## src/prfc_pkg.sv

```systemverilog
package prfc_pkg;

  localparam int unsigned ChanW = 32;
  localparam int unsigned PackW = 64;

  typedef enum logic [2:0] {
    FMT_RGBA8    = 3'd0,
    FMT_RGBA16F  = 3'd1,
    FMT_RGBA32F  = 3'd2,
    FMT_RGBA16UI = 3'd3,
    FMT_RGBA32UI = 3'd4
  } fmt_t;

  localparam logic ACT_FLOAT = 1'b0;
  localparam logic ACT_PACK  = 1'b1;

  // Per-channel intermediate after the classify stage.
  typedef struct packed {
    logic        zero;   // result is +0
    logic        pass;   // result is raw word as is
    logic [31:0] raw;    // pass-through word or prebuilt half or unorm8 result
    logic        is_int; // integer conversion path
    logic [31:0] ival;   // integer to convert
    logic [4:0]  msb;    // leading one position of ival
  } chan_mid_t;

  // Per-channel after the shift stage.
  typedef struct packed {
    logic        direct; // take word as final
    logic [31:0] word;
    logic [7:0]  expo;
    logic [23:0] mant;   // with hidden bit
    logic        up;     // round increment
  } chan_rnd_t;

  // 8-bit unorm to single, 256-entry constant table, correctly rounded.
  function automatic logic [31:0] unorm8_lut(input logic [7:0] n);
    logic [31:0] k;
    logic [63:0] num;
    logic [63:0] q;
    logic [63:0] rem;
    k = 32'd1;
    num = '0;
    q = '0;
    rem = '0;
    if (n == 8'd0) return 32'd0;
    if (n == 8'd255) return 32'h3F80_0000;
    for (int i = 0; i < 8; i++) begin
      if (({24'd0, n} << k) < 32'd255) k = k + 32'd1;
    end
    num = {56'd0, n} << (23 + k);
    q = num / 64'd255;
    rem = num % 64'd255;
    if (2 * rem > 64'd255) q = q + 64'd1;
    return 32'(((64'(127) - 64'(k)) << 23) + (q - 64'h0080_0000));
  endfunction

  // Build the whole table at elaboration, entry n at bits [32*n +: 32].
  function automatic logic [32*256-1:0] unorm8_tbl_build();
    logic [32*256-1:0] tbl;
    tbl = '0;
    for (int i = 0; i < 256; i++) tbl[32*i +: 32] = unorm8_lut(8'(i));
    return tbl;
  endfunction

  localparam logic [32*256-1:0] Unorm8Tbl = unorm8_tbl_build();

  // Half to single; leading-one search over 10 bits only.
  function automatic logic [31:0] half_widen(input logic [15:0] h);
    logic [31:0] sgn;
    logic [4:0]  ex;
    logic [9:0]  man;
    logic [3:0]  lz;
    logic [9:0]  sh;
    sgn = {h[15], 31'd0};
    ex = h[14:10];
    man = h[9:0];
    lz = 4'd0;
    sh = '0;
    if (ex == 5'd0) begin
      if (man == 10'd0) return sgn;
      for (int i = 0; i < 10; i++) begin
        if (man[i]) lz = 4'(9 - i);
      end
      sh = man << (lz + 4'd1);
      return sgn | {1'b0, 8'(8'd112 - {4'd0, lz}), sh, 13'd0};
    end
    if (ex == 5'h1F) return sgn | {1'b0, 8'hFF, man, 13'd0};
    return sgn | {1'b0, 8'({3'd0, ex} + 8'd112), man, 13'd0};
  endfunction

endpackage

```

## src/pixel_readback_format_converter.sv

```systemverilog
// Channel | Dir | Handshake          | Payload
// in      | in  | in_tvalid/tready   | in_tdata: action, pixel_format, red..alpha
// out     | out | out_tvalid/tready  | out_tdata: float r,g,b,a, packed_word
// One pixel per cycle unless out stalls; three register stages (classify,
// normalize, round) lie between a taken pixel and out_tvalid.
// Reset clears the stage valid bits only.
// A stall on out holds only the stages that are full; a bubble is filled while stalled.
module pixel_readback_format_converter (
  input  logic         clk,
  input  logic         rst_n,
  input  logic         in_tvalid,
  output logic         in_tready,
  // action[0], pixel_format[3:1], red[35:4], green[67:36], blue[99:68],
  // alpha[131:100], zero fill [135:132]
  input  logic [135:0] in_tdata,
  output logic         out_tvalid,
  input  logic         out_tready,
  // float_red[31:0], float_green[63:32], float_blue[95:64],
  // float_alpha[127:96], packed_word[191:128]
  output logic [191:0] out_tdata
);
  import prfc_pkg::*;

  logic             v1_r, v2_r, v3_r;
  logic             en1, en2, en3;
  chan_mid_t        mid_nxt [4];
  chan_mid_t        mid_r   [4];
  chan_rnd_t        rnd_nxt [4];
  chan_rnd_t        rnd_r   [4];
  logic             act1_r, act2_r;
  logic [PackW-1:0] pk_nxt, pk1_r, pk2_r, pk3_r;
  logic [31:0]      fl_r [4];
  logic [2:0]       fmt;

  assign fmt = in_tdata[3:1];
  assign en3 = !v3_r || out_tready;
  assign en2 = !v2_r || en3;
  assign en1 = !v1_r || en2;
  assign in_tready = en1;

  always_comb begin
    pk_nxt = '0;
    if (in_tdata[0] == ACT_PACK) begin
      if (fmt == FMT_RGBA16UI)
        pk_nxt = {in_tdata[115:100], in_tdata[83:68], in_tdata[51:36], in_tdata[19:4]};
      else if (fmt == FMT_RGBA32UI)
        pk_nxt = {in_tdata[67:36], in_tdata[35:4]};
    end
  end

  for (genvar g = 0; g < 4; g++) begin : g_ch
    prfc_classify u_cls (
      .fmt (fmt),
      .raw (in_tdata[4+32*g +: 32]),
      .mid (mid_nxt[g])
    );
    prfc_normalize u_nrm (
      .mid (mid_r[g]),
      .rnd (rnd_nxt[g])
    );
    always_ff @(posedge clk) begin
      if (en1) mid_r[g] <= mid_nxt[g];
      if (en2) rnd_r[g] <= rnd_nxt[g];
      if (en3) begin
        if (act2_r == ACT_PACK) fl_r[g] <= '0;
        else if (rnd_r[g].direct) fl_r[g] <= rnd_r[g].word;
        else fl_r[g] <= {1'b0, rnd_r[g].expo, rnd_r[g].mant[22:0]}
                        + {31'd0, rnd_r[g].up};
      end
    end
  end

  always_ff @(posedge clk) begin
    if (!rst_n) begin
      v1_r <= 1'b0;
      v2_r <= 1'b0;
      v3_r <= 1'b0;
    end else begin
      if (en1) v1_r <= in_tvalid;
      if (en2) v2_r <= v1_r;
      if (en3) v3_r <= v2_r;
    end
  end

  always_ff @(posedge clk) begin
    if (en1) begin
      act1_r <= in_tdata[0];
      pk1_r  <= pk_nxt;
    end
    if (en2) begin
      act2_r <= act1_r;
      pk2_r  <= pk1_r;
    end
    if (en3) pk3_r <= pk2_r;
  end

  assign out_tvalid = v3_r;
  assign out_tdata  = {pk3_r, fl_r[3], fl_r[2], fl_r[1], fl_r[0]};

endmodule

```

## src/prfc_classify.sv

```systemverilog
module prfc_classify (
  input  logic [2:0]                  fmt,
  input  logic [prfc_pkg::ChanW-1:0]  raw,
  output prfc_pkg::chan_mid_t         mid
);
  import prfc_pkg::*;

  logic [31:0] v;
  logic [4:0]  p;

  always_comb begin
    v = '0;
    mid = '0;
    case (fmt)
      FMT_RGBA8: begin
        mid.pass = 1'b1;
        mid.raw = Unorm8Tbl[{raw[7:0], 5'd0} +: 32];
      end
      FMT_RGBA16F: begin
        mid.pass = 1'b1;
        mid.raw = half_widen(raw[15:0]);
      end
      FMT_RGBA32F: begin
        mid.pass = 1'b1;
        mid.raw = raw;
      end
      FMT_RGBA16UI: v = {16'd0, raw[15:0]};
      FMT_RGBA32UI: v = raw;
      default: mid.zero = 1'b1;
    endcase
    p = '0;
    for (int i = 0; i < 32; i++) begin
      if (v[i]) p = 5'(i);
    end
    if (fmt == FMT_RGBA16UI || fmt == FMT_RGBA32UI) begin
      mid.zero = (v == 32'd0);
      mid.is_int = 1'b1;
    end
    mid.ival = v;
    mid.msb = p;
  end

endmodule

```

## src/prfc_normalize.sv

```systemverilog
module prfc_normalize (
  input  prfc_pkg::chan_mid_t mid,
  output prfc_pkg::chan_rnd_t rnd
);
  import prfc_pkg::*;

  logic [4:0]  r;
  logic [31:0] rem;
  logic [31:0] half;
  logic [23:0] q;

  always_comb begin
    rnd = '0;
    r = '0;
    rem = '0;
    half = '0;
    q = '0;
    if (mid.zero) begin
      rnd.direct = 1'b1;
    end else if (!mid.is_int) begin
      rnd.direct = 1'b1;
      rnd.word = mid.raw;
    end else begin
      if (mid.msb <= 5'd23) begin
        q = 24'(mid.ival << (5'd23 - mid.msb));
      end else begin
        r = mid.msb - 5'd23;
        q = 24'(mid.ival >> r);
        rem = mid.ival & ((32'd1 << r) - 32'd1);
        half = 32'd1 << (r - 5'd1);
        rnd.up = (rem > half) || (rem == half && q[0]);
      end
      rnd.expo = 8'(8'd127 + {3'd0, mid.msb});
      rnd.mant = q;
    end
  end

endmodule
```

## config.mk

```make
export PLATFORM = sky130hd
export DESIGN_NAME = pixel_readback_format_converter
export DESIGN_NICKNAME = d
export VERILOG_FILES = /design/src/prfc_pkg.sv /design/src/pixel_readback_format_converter.sv /design/src/prfc_classify.sv /design/src/prfc_normalize.sv
export SDC_FILE = /design/constraint.sdc
export NUM_CORES = 2
export LEC_CHECK = 0
export BUFFER_PORTS_ARGS = -buffer_cell sky130_fd_sc_hd__buf_2
export CAP_MARGIN = 5
export CORE_UTILIZATION = 40
export DETAILED_ROUTE_END_ITERATION = 8
export PLACE_DENSITY_LB_ADDON = 0.3
export SLEW_MARGIN = 20
export SYNTH_ARGS = -nofsm -noshare
export SYNTH_HDL_FRONTEND = slang
export SYNTH_SLANG_ARGS = --single-unit
```

## constraint.sdc

```tcl
create_clock -name clk -period 13 [get_ports clk]
set_input_delay 1.95 -clock clk [delete_from_list [all_inputs] [get_ports clk]]
set_output_delay 1.95 -clock clk [all_outputs]
set_load 0.01 [all_outputs]
```

==> run summary <==
Syn Nets = 6,470
Final HPWL DP = 167,000 um
number of synthesized flops with an enable pin = 863
first-pass GRT wire length = 332,000 um
Max Fclk = 0.137 GHz
status = completed
power share of the sequential group = 42.5%
row count = 142
Switching Power = 2.48 mW
most common cell after layout, fill and taps aside = edfxtp_1
Die Y = 392 um
library cells used by synthesis = 107
pin count of the biggest net entering global routing = 153
io pins = 334
post-route setup slack = 5.68 ns
Setup Buffers After CTS = 0
Clock Skew = 0.0744 ns
commonest cells after routing, fill and taps aside = 863 x edfxtp_1, 562 x nand2_1, 519 x nor2_1
# DRC = 0
setup slack, reg-to-reg = 5.68 ns
R2R depth = 17
Critical R2R Launch = mid_r[1][0]$_SDFFCE_PP1P_
Worst Setup EP = rnd_r[1][0]$_SDFFCE_PP0P_
Die X = 392 um
initial antenna violation count = 50
slowest cell on the critical path = inv_1
worst setup path startpoint = mid_r[1][0]$_SDFFCE_PP1P_
Clock power frac = 35.1%
Avg Inst Size Synth = 9.96 um2
RSZ-0062 raised after global routing = no
clock root buffer = clkbuf_16
Internal = 5.33 mW
total CTS buffers = 97
pwr dens = 116 nW/um2
CP Max Fanout = 61
GP Congestion = 1.01
core footprint = 150,000 um2
Max Cap Violations = 0
Nets = 6,529
Worst VDD drop = 0.101 mV
H-tree depth = 3
slew margin rel. = 24.3%
drt first-iter violations = 7,393
fin crit share = 56.3%
DRT antenna net count = 0
hold-fix buffers at CTS = 0
Worst Path Buf+Inv = 3
Pleak = 26.1 nW
Async S/R FF share, synth = 0%
Top FF cell, synth = edfxtp_1
sequential share of the synthesized area = 42.7%
Worst Max-Slew Pin Slew = 1.13 ns
TritonRoute pass-1 iters = 6
placed cell areas = 63,900 um2
layout cells sized above 1 = 14.5%
CP peak stage delay = 0.93 ns
CP Capture Type = flop
starting density of the core = 40.4%
final hold viol count = 0
logic gate share of total power = 22.5%
Layout area overhead = 10.4%
Hold Crit Class = flop to flop
dpl ws = 5.98 ns
switch share = 31.8%
TritonCTS clock tree = done
Synth Warn # = 0
DR WL/cell = 27.8 um
Setup Viol. Count Final = 0
Detailed Route WL = 230,000 um
Tot GR Track Use = 29.0%
vias per inst = 6.33
total vias in the final route = 52.4k
Synth Register Bits = 866
Skew-Pair Late Insertion Delay = 0.74 ns
crit path launch type = flop
Remaining Overflow, GRT = 0
port bufs = 329
critical path arrival = 7.77 ns
final critical path time including I/O delays and setup = 7.32 ns
Post-Synthesis Cells = 6,111
Mapped Area = 60,800 um2
die area = 154,000 um2
vias in the first global route = 48.5k
CP cell instances = buf_4 > ha_1 > ha_2 > buf_4 > inv_1 > a21boi_0 > o21ai_1 > a21oi_2 > a2111o_1 > a21boi_0 > ha_1 > nand4_1 > nor3_1 > nand4_1 > o2111ai_1 > nor2_1 > nor3_1
Crit path required time = 13.45 ns
worst setup path class = flop to flop
Max Transition Viols Final = 0
family with the most delay on the worst path = compound AO/OA/AOI/OAI gates
TNS Setup = 0 ns
CTS Sinks = 866
Resized Gates After CTS = 0
CTS Buffer Depth = 3
Non-Filler Cell Area, Final = 67,100 um2
CTS clock-pin slew for the worst setup and hold paths = 0.06 ns
cell depth of the worst setup path = 17
reg2reg end = rnd_r[1][0]$_SDFFCE_PP0P_
## routing by layer
metal	global-route usage [%]	part of all wire (%)	vias to the layer above
met1	41.3	43	25600
met4	11.9	4.2	38
met3	5.25	9.6	496
li1	-	-	23300
met5	0	0.10	-
met2	43.3	44	2973
## worst min-delay path by stage
| stage | cells past startpoint | to | slack (ns) | from |
|---|---|---|---|---|
| after global placement | 0 | pk2_r[43]$_DFFE_PP_ | 0.40 | pk1_r[43]$_SDFFCE_PN0P_ |
| after global routing | 0 | act2_r$_DFFE_PP_ | 0.39 | act1_r$_DFFE_PP_ |
| final | 0 | act2_r$_DFFE_PP_ | 0.39 | act1_r$_DFFE_PP_ |
| after floorplan | 0 | act2_r$_DFFE_PP_ | 0.40 | act1_r$_DFFE_PP_ |
| after detailed placement | 0 | pk2_r[61]$_DFFE_PP_ | 0.40 | pk1_r[61]$_SDFFCE_PN0P_ |
| after CTS | 0 | act2_r$_DFFE_PP_ | 0.38 | act1_r$_DFFE_PP_ |
## flip-flops by register name, indices dropped and copies added (netlist names), 64 cells and up
name / cells
pk2_r: 64
fl_r: 128
pk3_r: 64
pk1_r: 64
rnd_r: 260
mid_r: 281
## cell type report
| type | instances | area, um2 |
|---|---|---|
| diodes | 21 | 52.6 |
| flip-flops and latches | 866 | 26000 |
| clock buffers | 104 | 2450 |
| fillers | 14300 | 83300 |
| clock inverters | 74 | 719 |
| repair buffers | 414 | 2300 |
| well taps | 2016 | 2520 |
| inverters | 152 | 573 |
| multi-input cells | 4639 | 32600 |
## cells by family after synthesis
logic type | count (synthesis) | share of synthesized area [%]
xor gates and xnor gates | 168 | 2.54
AOI/OAI and AO/OA | 1573 | 16.9
DFF | 866 | 42.7
muxes | 511 | 12.0
adders and majority gates | 219 | 4.50
buffers and inverters | 606 | 4.02
and+or+nand+nor | 2168 | 17.4
## power by group through the flow
stage          clock network (mW)  registers, mW  logic (mW)
4_1_cts                      2.79           3.31        1.71
3_3_place_gp                    0           3.37        1.70
6_report                     2.74           3.32        1.75
2_1_floorplan                   0           3.33        1.19
3_5_place_dp                    0           3.37        1.70
5_1_grt                      2.88           3.32        1.88
## cell usage after synthesis (16+ instances only)
master	number	area (um2)
a211o_1	25	219
a211oi_1	68	510
a21boi_0	30	225
a21o_1	37	278
a21oi_1	388	1940
a221oi_1	27	236
a22oi_1	49	368
a311oi_1	18	158
a31oi_1	76	475
and2_1	252	1580
and3_1	66	413
and4_1	16	140
buf_1	55	206
buf_2	81	405
buf_4	17	128
clkbuf_1	300	1130
edfxtp_1	863	25900
ha_1	219	2740
inv_1	136	510
mux2_2	54	608
mux2i_1	287	2870
mux4_2	170	3830
nand2_1	563	2110
nand2b_1	41	257
nand3_1	247	1240
nand4_1	73	457
nor2_1	522	1960
nor2b_1	97	607
nor3_1	120	601
nor4_1	55	344
o211ai_1	64	480
o21a_1	72	541
o21ai_0	340	1700
o221ai_1	16	140
o22ai_1	88	551
o311ai_0	20	175
o31ai_1	35	263
or2_2	22	138
or3_1	28	175
or4_1	20	150
xnor2_1	91	797
xor2_1	69	604
## per-stage QoR
step	utilization (%)	hold WS, ns	total power, mW	instances
after floorplan	-	0.400	4.51	6111
final	44.6	0.387	7.81	8286
after global placement	42.5	0.401	5.07	8087
after detailed placement	42.5	0.405	5.08	8087
after CTS	44.6	0.381	7.81	8265
after global routing	44.6	0.392	8.08	8270
No activity file was read; power rests on OpenSTA's default activity.
